$ cat src/hw/rtl/tgd_pkg.sv
// shared types, codes and constants of the thresholded graph degree core
package tgd_pkg;

  localparam int MAX_NODES_DEF   = 64;
  localparam int WEIGHT_BITS_DEF = 16;

  localparam int CMD_W     = 2;
  localparam int NODE_W    = 6;
  localparam int DEG_W     = 7;
  localparam int NCNT_W    = 7;
  localparam int CFG_IDX_W = 2;

  localparam logic [DEG_W-1:0]  DEG_MAX       = '1;
  localparam logic [NCNT_W-1:0] NODE_CNT_RST  = NCNT_W'(64);

  typedef enum logic [CMD_W-1:0] {
    CMD_WRITE   = 2'd0,
    CMD_COMPUTE = 2'd1,
    CMD_CLEAR   = 2'd2
  } cmd_t;

  typedef enum logic [CFG_IDX_W-1:0] {
    CFG_UNDIRECTED = 2'd0,
    CFG_NODE_COUNT = 2'd1,
    CFG_LOW_THRESH = 2'd2,
    CFG_HIGH_THRESH = 2'd3
  } cfg_idx_t;

  typedef enum logic [6:0] {
    ST_IDLE  = 7'b0000001,
    ST_WRM   = 7'b0000010,
    ST_CLR   = 7'b0000100,
    ST_ACK   = 7'b0001000,
    ST_SCAN  = 7'b0010000,
    ST_DRAIN = 7'b0100000,
    ST_EMIT  = 7'b1000000
  } state_t;

  typedef struct packed {
    logic clr;
    logic en;
  } acc_ctrl_t;

endpackage

$ cat src/hw/rtl/tgd_acc.sv
// window test of one weight and saturating degree counter
module tgd_acc import tgd_pkg::*; #(
  parameter int WEIGHT_BITS = WEIGHT_BITS_DEF
) (
  input  logic                          clk,
  input  logic                          rst_n,
  input  acc_ctrl_t                     ctrl,
  input  logic signed [WEIGHT_BITS-1:0] rd_data,
  input  logic signed [WEIGHT_BITS-1:0] low,
  input  logic signed [WEIGHT_BITS-1:0] high,
  output logic [DEG_W-1:0]              count
);

  logic [DEG_W-1:0] count_r;
  logic [DEG_W-1:0] count_nxt;
  logic             hit;

  assign hit = (rd_data >= low) && (rd_data <= high);

  always_comb begin
    count_nxt = count_r;
    if (ctrl.clr) begin
      count_nxt = '0;
    end else if (ctrl.en && hit && (count_r != DEG_MAX)) begin
      count_nxt = count_r + DEG_W'(1);
    end
  end

  always_ff @(posedge clk) begin
    if (!rst_n) begin
      count_r <= '0;
    end else begin
      count_r <= count_nxt;
    end
  end

  assign count = count_r;

endmodule

$ cat config.mk
export PLATFORM = sky130hd
export DESIGN_NAME = tgd_acc
export DESIGN_NICKNAME = d
export VERILOG_FILES = /design/src/hw/rtl/tgd_pkg.sv /design/src/hw/rtl/tgd_acc.sv
export SDC_FILE = /design/constraint.sdc
export NUM_CORES = 1
export LEC_CHECK = 0
export BUFFER_PORTS_ARGS = -buffer_cell sky130_fd_sc_hd__buf_2
export CAP_MARGIN = 20
export CORE_ASPECT_RATIO = 1.4
export CORE_MARGIN = 2
export CORE_UTILIZATION = 25
export CTS_BUF_LIST = sky130_fd_sc_hd__clkbuf_4 sky130_fd_sc_hd__clkbuf_8
export DETAILED_ROUTE_END_ITERATION = 7
export PLACE_DENSITY = 0.5
export RECOVER_POWER = 25
export SLEW_MARGIN = 10
export SYNTH_ARGS = -nofsm -noshare
export SYNTH_HDL_FRONTEND = slang
export SYNTH_SLANG_ARGS = --single-unit
export TNS_END_PERCENT = 50
$ cat constraint.sdc
create_clock -name clk -period 2.25 [get_ports clk]
set_input_delay 0.45 -clock clk [delete_from_list [all_inputs] [get_ports clk]]
set_output_delay 0.45 -clock clk [all_outputs]
set_load 0.02 [all_outputs]
Word level (Yosys, flattened, before mapping)
Index checks and enable logic that the tools add are counted. W data, S select, Z words.

Register bits: 7. Input bits: 52. Output and inout bits: 7. Logic and storage cells: 10.

Magnitude comparators: 2. Add/sub/neg operators: 1. Bitwise gates (word level): 1. Eq/ne operators: 1. Reduce and logical (&&, ||, !) cells: 4.

Operator list (count): $ge A16 B16 Y1 (1); $le A16 B16 Y1 (1); $add A7 B1 Y7 const B (1); $ne A7 B7 Y1 const B (1); $logic_and A1 B1 Y1 (3); $reduce_or A2 Y1 (1); $not A1 Y1 (1).

Depth between registers and ports, before layout
Gate-level depths: netlist of run 1.

Depth in word-level cells: 4. Gate-level depth with buffers: 9. Depth with buffers taken out: 9.

Worst setup path before layout of run 1
OpenSTA, ideal clock, no wires.

Path kind: input -> register. Start point: input port low[15]. End point: register count_r[4] (netlist: count[4]). Slack: 58 ps. Stages on the path: 9. Required time: 2180 ps. Arrival: 2121 ps. Path buffers: 0. Setup time: 70 ps. Cell sequence: inv_1 ha_1 nand4_1 nor4_1 o211ai_1 a41oi_2 o211ai_4 or3_1 a21oi_1.

Cells in the longest elaborated chain, start to end: 4.

Ends and longest elaborated chain: start, declared (RTL line tgd_acc.sv:9) `input logic signed [WEIGHT_BITS-1:0] low,`; $ge A16 B16 Y1 (RTL line tgd_acc.sv:18) `assign hit = (rd_data >= low) && (rd_data <= high);`; $logic_and A1 B1 Y1 (RTL line tgd_acc.sv:18); $logic_and A1 B1 Y1 (2 in a row) (RTL line tgd_acc.sv:24) `end else if (ctrl.en && hit && (count_r != DEG_MAX)) begin`; end signal, assigned (RTL line tgd_acc.sv:33) `count_r <= count_nxt;`; end, declared (RTL line tgd_acc.sv:14) `logic [DEG_W-1:0] count_r;`.

Every way passes these cells. A chain may end at the register's enable or synchronous reset.

Final worst setup path of run 1
Start point: input port rd_data[0]. End point: register count_r[1] (netlist: count[1]).

Cells in the longest elaborated chain, start to end: 4. Elaborated cells between the ends (all ways): 5. Those cells by class: order compare: 2; reduce/logical: 3.

Ends and longest elaborated chain: start, declared (RTL line tgd_acc.sv:8) `input logic signed [WEIGHT_BITS-1:0] rd_data,`; $ge A16 B16 Y1 / $le A16 B16 Y1 (equally long branches) (RTL line tgd_acc.sv:18); $logic_and A1 B1 Y1 (*) (RTL line tgd_acc.sv:18); $logic_and A1 B1 Y1 (*) (2 in a row) (RTL line tgd_acc.sv:24).

Mark *: on every way between the ends. The rest lies on a longest branch, timed or not.

==> out/metrics.csv, run 1 <==
stage,metric,value,unit
run_status,outcome,"complete, no violations",
logic_synthesis,synth_edf_count,0,
clock_network,cts_buffers,3,
global_routing,grt_pass1_vias,1321,
timing,fmax,456.3,MHz
clock_network,clockBufferDepth,2,
clock_network,clkLatencyLatePin,0.23,ns
timing,post-route-period-util,97.41,%
global_routing,antenna_found_initial,0,
pwr,vdd_drop_max,0.2568,mV
logic_synthesis,synth_top_family_by_area,adder cells,
die,core,4536,µm²
die,rows,29,
die,die_area,5261,µm²
logic_synthesis,synth_cells,151,
timing,timing.slew.headroom,80.87,%
logic_synthesis,synth-simple-area-share,16.22,%
critical_path,reg2reg_depth,6,
finish,area.growth.synth_to_final,61.05,%
finish,nets,309,
finish,layout_commonest_cell,buf_2,
logic_synthesis,synth_fa_ha_area_share,35.22,%
critical_path,endpoint,count[1],
global_routing,grt_pass1_wl,5050,µm
die,io_pins,59,
die,initial_core_util,25.85,%
clock_network,cts_max_level,1,
logic_synthesis,syn_nets,236,
route,drtIter0Drc,24,
critical_path,worstSetupStartpointType,input port,
die,die_h,85.03,µm
logic_synthesis,synthXorXnorAreaFrac,0.7471,%
timing,worst_clock_skew,0.004896,ns
die,chipWidth,61.88,µm
global_routing,grt.total_usage,12.20,%
logic_synthesis,syn_area,1172,µm²
route,first_pass_iters,3,
critical_path,arrival,2.30,ns
finish,antenna_cells_inserted,0,
route,vias,1295,
critical_path,crit_start,rd_data[0],
logic_synthesis,synth_ff_type,dfxtp_1,
logic_synthesis,synth_compound_area_share,23.80,%
route,routed_wl,3292,µm
route,vias_per_cell,4.544,
placement,port_buffers,58,
clock_network,cts_num_sinks,7,
clock_network,clkTransAtPathRegs,0.04,ns
critical_path,rr_endpoint,count[5],
critical_path,r2r-start,count[0],
critical_path,end_kind,register,
timing,period_needed,2.192,ns
clock_network,cts_tree,done,
global_routing,grt-ovfl-total,0,
finish,drive_gt1_share,42.60,%
critical_path,crit_required,2.35,ns
timing,report.final.slew_viol_count,0,
clock_network,cts_hold_buf,0,
logic_synthesis,synth-seq-cells,7,
finish,post-route-util,41.63,%
timing,setup_tns,0,ns
clock_network,cts_root_buf,clkbuf_8,
global_routing,grt_max_degree,8,
critical_path,worst-path-max-fanout,5,
critical_path,critPathKind,input port to register,
logic_synthesis,yosysWarnings,0,
timing,setup_viol,0,
logic_synthesis,yosysSeqAreaShare,11.95,%
timing,grt_setup_unrepaired,yes,
pwr,p_leak,0.9819,nW
critical_path,r2r_setup_slack,0.51,ns
worst_hold_path,min_path_type,register to register,
run,drv_cap,0,
route,ant_nets,0,
finish,largest_reg_flops,7,
logic_synthesis,synth_mux_area_share,0.8538,%
pwr,power.density,308.7,nW/µm²
finish,final_cell_mix,"buf_2 (47), inv_1 (30), ha_1 (25)",
placement,place_hpwl,2719,µm
timing,hold_violations,0,
timing,worst_pin_slew,0.2866,ns
logic_synthesis,synth-async-reset-ratio,0,%
route,wl_per_cell,11.55,µm
route,route.detailed.drc,0,
placement,gp_congestion,0.7518,
logic_synthesis,synth.avg_cell_area,7.764,µm²
logic_synthesis,ys_types,33,
-- report_power, final --
part	internal [W]	total (W)	switching [W]
combinational	0.000140	0.000269	0.000129
sequential	0.000125	0.000126	0.000000872
clock	0.000135	0.000188	0.0000534
total	0.000400	0.000583	0.000183
-- layout make-up --
cell class / count / area, µm²
Timing Repair Buffer: 67 / 419.2
Multi-Input combinational cell: 110 / 1066
Sequential cell: 7 / 140.1
Tap cell: 62 / 77.57
Fill cell: 490 / 2648
Inverter: 35 / 136.4
Clock buffer: 4 / 48.80
-- through the flow --
stage | hold slack (ns) | std cells | total power, W | setup WS [ns] | area, µm²
3_5_place_dp | 0.4984 | 277 | 0.0003415 | -0.3776 | 1585
4_1_cts | 0.5052 | 282 | 0.0005457 | 0.007123 | 1690
6_report | 0.5053 | 285 | 0.0005828 | 0.05837 | 1888
3_3_place_gp | 0.4867 | 277 | 0.0003422 | -0.3863 | 1585
2_1_floorplan | 0.5656 | 151 | 0.0002503 | 0.05838 | 1172
5_1_grt | 0.5492 | 285 | 0.0006275 | -0.06291 | 1888
-- worst max-delay path, cell delays in order --
cell,delay [ns]
buf_6,0.10
inv_4,0.05
ha_4,0.19
nand2b_4,0.12
a2111o_1,0.40
o211ai_1,0.11
a41oi_2,0.19
buf_4,0.19
o211ai_4,0.23
mux2i_1,0.21
nor2_1,0.05
-- Yosys cell counts, types with 2 or more instances --
| cell type | n | area share, % |
|---|---|---|
| inv_1 | 35 | 11 |
| ha_1 | 33 | 35 |
| a21oi_1 | 16 | 6.8 |
| dfxtp_1 | 7 | 12 |
| nor2_1 | 7 | 2.2 |
| nand2_1 | 6 | 1.9 |
| nand4_1 | 5 | 2.7 |
| o21ai_0 | 5 | 2.1 |
| nand3_1 | 4 | 1.7 |
| or3_1 | 4 | 2.1 |
| a21o_1 | 3 | 1.9 |
| a31oi_1 | 2 | 1.1 |
| and3_1 | 2 | 1.1 |
| nand2b_1 | 2 | 1.1 |
| o21a_1 | 2 | 1.3 |
-- cell families after synthesis --
logic type      after synthesis
xor+xnor                      1
fa+ha+maj                    33
simple gates                 35
compound gates               39
flops                         7
mux                           1
buf+inv                      35
-- metal layers --
metal	share of wire [%]	GRT usage [%]
met5	0	0
met4	1.1	3.095
met3	3.5	1.067
met2	56	25.07
met1	39	11.90
-- how the worst min path moves through the flow --
stage              from       end  slack, ns  cells past startpoint
6_report       count[5]  count[5]       0.51                      2
2_1_floorplan  count[5]  count[5]       0.57                      2
4_1_cts        count[4]  count[4]       0.51                      2
3_3_place_gp   count[5]  count[5]       0.49                      2
5_1_grt        count[4]  count[4]       0.55                      2
3_5_place_dp   count[4]  count[4]       0.50                      2
-- what timing repair did --
action,in CTS,in global routing
buffers inserted,0,3
pin swaps,7,8
setup endpoints to repair,4,6
gates resized for setup,4,36
gates cloned,1,0
No activity file was read; power rests on OpenSTA's default activity.
==> inputs of run 2 (changes only) <==
--- a/config.mk
+++ b/config.mk
@@ -5,6 +5,7 @@
 export SDC_FILE = /design/constraint.sdc
 export NUM_CORES = 1
 export LEC_CHECK = 0
+export ABC_AREA = 1
 export BUFFER_PORTS_ARGS = -buffer_cell sky130_fd_sc_hd__buf_2
 export CAP_MARGIN = 20
 export CORE_ASPECT_RATIO = 1.4
@@ -12,7 +13,8 @@
 export CORE_UTILIZATION = 25
 export CTS_BUF_LIST = sky130_fd_sc_hd__clkbuf_4 sky130_fd_sc_hd__clkbuf_8
 export DETAILED_ROUTE_END_ITERATION = 7
-export PLACE_DENSITY = 0.5
+export MAX_ROUTING_LAYER = met4
+export PLACE_DENSITY = 0.48
 export RECOVER_POWER = 25
 export SLEW_MARGIN = 10
 export SYNTH_ARGS = -nofsm -noshare
==> run 2 against run 1 <==
Sequential share of layout area increased by 0.45 points. Worst hold slack got worse by 0.034 ns. Clock skew increased by 0.0015 ns. Via count increased by 7.9%.
==> out/metrics.csv, run 2 <==
stage,metric,value,unit
logic_synthesis,synthXorXnorAreaFrac,0,%
clock_network,cts_tree,done,
clock_network,cts_hold_buf,0,
logic_synthesis,yosysMostFrequentCell,inv_1,
worst_hold_path,hold_end,count[6],
die,die_area,6065,µm²
critical_path,worstSetupStartpointType,input port,
placement,place_hpwl,2820,µm
placement,dp_slack,0.07700,ns
logic_synthesis,synth_fa_ha_area_share,30.30,%
route,drtIter0Drc,16,
logic_synthesis,syn_area,1363,µm²
critical_path,crit_required,2.42,ns
die,io_pins,59,
logic_synthesis,synth.avg_cell_area,6.308,µm²
timing,fmax,532.6,MHz
critical_path,reg2reg_depth,12,
timing,worst_pin_slew,0.3936,ns
finish,drive_gt1_share,26.62,%
logic_synthesis,synth_cells,216,
clock_network,clkLatencyLatePin,0.23,ns
timing,setup_tns,0,ns
timing,grt_setup_unrepaired,no,
route,ant_nets,0,
critical_path,r2r_setup_slack,0.78,ns
finish,area.growth.synth_to_final,30.67,%
route,vias_per_cell,4.061,
route,routed_wl,3047,µm
run,drv_cap,0,
timing,hold_violations,0,
critical_path,r2r-start,count[0],
logic_synthesis,synth-simple-area-share,37.10,%
critical_path,arrival,2.05,ns
logic_synthesis,netlist_top_cells_count,"inv_1 (58), nand2_1 (52), ha_1 (33)",
worst_hold_path,hp-start,count[6],
route,wl_per_cell,8.858,µm
die,core,5197,µm²
timing,post-route-period-util,83.45,%
route,first_pass_iters,3,
die,initial_core_util,26.22,%
critical_path,end_kind,register,
logic_synthesis,synthTopCellsByArea,"ha_1 (30%), inv_1 (16%), nand2_1 (14%), dfxtp_1 (10%), nor2_1 (5.5%)",
logic_synthesis,yosysWarnings,0,
clock_network,cts_resized,0,
logic_synthesis,synth_top_area_share,30.30,%
timing,fin_ws,0.3723,ns
logic_synthesis,synth_top_family_by_area,simple AND/OR/NAND/NOR gates,
global_routing,grt-ovfl-total,0,
placement,dpl_cell_area,1735,µm²
logic_synthesis,synth-async-reset-ratio,0,%
logic_synthesis,synth_ff_type,dfxtp_1,
run_status,outcome,"complete, no violations",
finish,multi_input_area,1001,µm²
pwr,vdd_drop_max,0.3035,mV
logic_synthesis,synth_mux_area_share,0,%
pwr,p_leak,1.106,nW
clock_network,cts_root_buf,clkbuf_8,
finish,layout_commonest_cell,inv_1,
logic_synthesis,synth_area_leader_cell,ha_1,
finish,antenna_cells_inserted,0,
critical_path,rr_endpoint,count[3],
finish,largest_reg_flops,7,
logic_synthesis,yosysSeqAreaShare,10.28,%
global_routing,grt_max_degree,8,
worst_hold_path,min_path_type,register to register,
clock_network,clockBufferDepth,2,
logic_synthesis,synth_compound_area_share,6.061,%
route,vias,1397,
global_routing,grt.total_usage,10.80,%
clock_network,post_cts_buffers,0,
timing,timing.slew.headroom,73.67,%
die,chipWidth,66.40,µm
die,rows,31,
die,die_h,91.35,µm
clock_network,cts_max_level,1,
finish,final_cell_mix,"inv_1 (58), buf_2 (55), nand2_1 (52)",
critical_path,critPathKind,input port to register,
timing,period_needed,1.878,ns
timing,report.final.slew_viol_count,0,
finish,post-route-util,34.26,%
pwr,power.density,319.5,nW/µm²
worst_hold_path,min_path_cells,2,
global_routing,antenna_found_initial,0,
finish,fillCellCount,593,
timing,setup_viol,0,
clock_network,cts_num_sinks,7,
global_routing,grt_pass1_wl,5126,µm
global_routing,grt_pass1_vias,1316,
placement,gp_congestion,0.7770,
logic_synthesis,syn_nets,301,
finish,seqCellArea,140.1,µm²
route,route.detailed.drc,0,
logic_synthesis,synth_edf_count,0,
logic_synthesis,synth-seq-cells,7,
timing,worst_clock_skew,0.006371,ns
critical_path,worst-path-max-fanout,6,
placement,port_buffers,58,
pwr,finalPower,0.0005689,W
finish,final_cell_area,1780,µm²
finish,nets,364,
clock_network,clkTransAtPathRegs,0.04,ns
clock_network,cts_buffers,3,
logic_synthesis,ys_types,20,
run 2: cell count changes in the layout (fill, tap and decap cells not counted), moves of 7 or more:
cell     delta
buf_6       -7
ha_1        +8
nand2_1    +46
buf_2       +8
ha_4        -8
nor2_1     +14
buf_4       -9
inv_1      +28
run 2: worst max-delay path by stage:
stage / startpoint / end / slack, ns / depth (start not counted)
3_5_place_dp: rd_data[15] / count[0] / 0.08 / 13
6_report: rd_data[15] / count[2] / 0.37 / 13
4_1_cts: rd_data[15] / count[1] / 0.34 / 13
2_1_floorplan: low[15] / count[3] / 0.40 / 14
5_1_grt: rd_data[15] / count[2] / 0.13 / 13
3_3_place_gp: rd_data[15] / count[2] / 0.12 / 13
run 2: power breakdown:
group	total (W)	internal [W]	switching (W)
clock	0.000194	0.000135	0.0000591
sequential	0.000128	0.000127	0.00000162
combinational	0.000247	0.000108	0.000139
total	0.000569	0.000369	0.000200
run 2: layer usage:
layer / vias to the layer above / wire, µm / global-route usage [%]
met5: - / 0 / -
met4: 0 / 40 / 3.571
met3: 5 / 158 / 0.3717
met2: 38 / 1483 / 19.50
met1: 558 / 1363 / 12.47
li1: 796 / - / -
run 2: cells by family after synthesis:
family | Yosys count
AND/OR/NAND/NOR | 101
adder cells (fa/ha/maj) | 33
flip-flops | 7
AO/OA/AOI/OAI | 16
buffers and inverters | 59
run 2: critical path, stage by stage:
cell and delay (ns):
buf_2 0.12, ha_1 0.35, nand2_2 0.12, inv_1 0.04
nand2_1 0.06, nand2_1 0.05, a21oi_1 0.18, nand4_1 0.17
nand3_4 0.16, nand4_4 0.14, nand2_1 0.09, nand2_1 0.04
nor2_1 0.08
run 2: area by class of cell:
cell class              instances  share of cell area (%)
inverters                      59                   12.44
repair buffers                 58                   16.09
multi-input cells             150                   56.22
flip-flops and latches          7                   7.871
clock buffers                   4                   2.741
well taps                      66                   4.638
run 2: through the flow:
step                      cells  hold slack, ns
final                       344          0.4714
after global routing        344          0.5004
after CTS                   344          0.4791
after detailed placement    340          0.4731
after global placement      340          0.4726
after floorplan             216          0.5452
==> inputs of run 3 (changes only) <==
==> constraint.sdc (replaced) <==
create_clock -name clk -period 1.68 [get_ports clk]
set_input_delay 0.336 -clock clk [delete_from_list [all_inputs] [get_ports clk]]
set_output_delay 0.336 -clock clk [all_outputs]
set_load 0.02 [all_outputs]
==> run 3 against run 2 <==
Clock skew is 0.0035 ns lower. Largest cell class unchanged. Global-route usage about the same. Combinational power increased by 92%. Flip-flop and latch count did not move. Die area stayed put. Critical path type unchanged. Largest power group unchanged. First-iteration DRC count rose by 75%. Sequential power up 34%.
==> out/metrics.csv, run 3 (same netlist as run 2, synthesis figures left out) <==
stage,metric,value,unit
run_status,outcome,"complete, no violations",
global_routing,grt_max_degree,8,
pwr,p_leak,1.185,nW
finish,fillCellCount,560,
critical_path,reg2reg_depth,12,
timing,report.final.slew_viol_count,0,
finish,nets,370,
route,routed_wl,3321,µm
critical_path,crit_start,rd_data[11],
timing,grt_setup_unrepaired,yes,
global_routing,met2_usage,20.33,%
route,drtIter0Drc,28,
placement,dp.cells,345,
clock_network,clockBufferDepth,2,
route,wl_per_cell,9.489,µm
timing,period_needed,1.625,ns
critical_path,worstSetupStartpointType,input port,
global_routing,grt_pass1_wl,5181,µm
timing,timing.slew.headroom,72.57,%
critical_path,crit_required,1.84,ns
placement,place_hpwl,2814,µm
clock_network,clkLatencyLatePin,0.23,ns
timing,setup_viol,0,
timing,hold_violations,0,
route,route.detailed.drc,0,
pwr,power.density,413.1,nW/µm²
clock_network,cts_root_buf,clkbuf_8,
critical_path,r2r-start,count[0],
pwr,vdd_drop_max,0.3775,mV
finish,drive_gt1_share,43.66,%
clock_network,clkTransAtPathRegs,0.04,ns
clock_network,cts_max_level,1,
placement,port_buffers,58,
route,vias,1483,
worst_hold_path,min_path_type,input port to register,
finish,antenna_cells_inserted,0,
die,rows,31,
critical_path,r2r_setup_slack,0.22,ns
global_routing,grt-ovfl-total,0,
timing,worst_pin_slew,0.4099,ns
global_routing,grt_pass1_vias,1359,
critical_path,end_kind,register,
global_routing,top_usage_layer,met2,
die,die_area,6065,µm²
global_routing,grt.total_usage,10.84,%
clock_network,cts_buffers,3,
die,core,5197,µm²
die,io_pins,59,
global_routing,use_met1,11.61,%
route,vias_per_cell,4.237,
run,drv_cap,0,
finish,area.growth.synth_to_final,60.15,%
critical_path,worst-path-max-fanout,6,
timing,fmax,615.3,MHz
critical_path,rr_endpoint,count[3],
global_routing,use_met3,1.115,%
finish,layout_commonest_cell,inv_1,
route,ant_nets,0,
finish,fin_cells,350,
clock_network,cts_hold_buf,0,
finish,final_cell_mix,"inv_1 (52), buf_2 (49), nand2_1 (42)",
pwr,finalPower,0.0009014,W
timing,post-route-period-util,96.74,%
critical_path,critPathKind,input port to register,
timing,holdWs,0.4355,ns
clock_network,cts_num_sinks,7,
critical_path,endpoint,count[0],
die,chipWidth,66.40,µm
die,initial_core_util,26.22,%
die,die_h,91.35,µm
finish,largest_reg_flops,7,
critical_path,arrival,1.79,ns
clock_network,cts_tree,done,
placement,gp_congestion,0.7486,
route,first_pass_iters,4,
timing,worst_clock_skew,0.002914,ns
global_routing,antenna_found_initial,0,
## run 3: changes by cell type in the layout (fill, tap and decap cells not counted), moves of 2 or more
| cell | previous run | this run |
|---|---|---|
| nand2_2 | 5 | 12 |
| inv_1 | 58 | 52 |
| nand3_1 | 2 | 0 |
| buf_2 | 55 | 49 |
| a21oi_1 | 13 | 6 |
| nand2_1 | 52 | 42 |
| a21oi_2 | 0 | 7 |
| ha_1 | 33 | 16 |
| nand2_4 | 0 | 3 |
| inv_2 | 1 | 7 |
| buf_4 | 0 | 8 |
| ha_4 | 0 | 17 |
| clkbuf_1 | 3 | 1 |
| buf_6 | 0 | 5 |
## run 3: worst min-delay path by stage
stage / start / to / cells past startpoint
final: ctrl[1] / count[2] / 4
after global routing: ctrl[1] / count[5] / 4
after CTS: ctrl[1] / count[2] / 4
after detailed placement: count[6] / count[6] / 2
after global placement: count[6] / count[6] / 2
after floorplan: ctrl[1] / count[4] / 3
## run 3: report_power, final
group	internal (W)	total, W	switching, W
registers	0.000170	0.000172	0.00000212
clock network	0.000180	0.000254	0.0000739
logic	0.000233	0.000475	0.000243
## run 3: repair_timing
| item | 4_1_cts | 5_1_grt |
|---|---|---|
| setup buffers | 0 | 1 |
| setup endpoints to repair | 4 | 7 |
| resized for setup | 3 | 55 |
| pin swaps | 7 | 27 |
## run 3: metal layers
| metal | share of wire, % | vias to the layer above |
|---|---|---|
| met1 | 41 | 638 |
| met2 | 54 | 35 |
| met4 | 1.0 | 0 |
| met5 | 0 | - |
| met3 | 4.3 | 5 |
| li1 | - | 805 |
## run 3: metrics by stage
stage / setup TNS [ns] / setup slack [ns] / utilization (%) / instance area [µm²]
floorplan: 0 / 0.01584 / - / 1379
finish: 0 / 0.05471 / 41.98 / 2182
CTS: -0.0003286 / -0.0003286 / 35.80 / 1861
detailed placement: -1.560 / -0.2519 / 34.42 / 1789
global placement: -1.566 / -0.2544 / 34.42 / 1789
global route: -0.5014 / -0.1346 / 41.98 / 2182
## run 3: area by class of cell
cell class / count / area (µm²) / area share, %
Sequential cell: 7 / 140.1 / 6.422
Inverter: 59 / 221.5 / 10.15
Timing Repair Buffer: 64 / 380.4 / 17.43
Multi-Input combinational cell: 150 / 1309 / 59.98
Tap cell: 66 / 82.58 / 3.784
Clock buffer: 4 / 48.80 / 2.236
## run 3: critical path, cell delays in order
cell     delay, ns
buf_2         0.14
ha_4          0.28
nand4_1       0.14
nor3_4        0.19
nand4_1       0.19
nand3_4       0.14
nand4_4       0.13
nand2_1       0.09
nand2_1       0.05
nor2_1        0.10
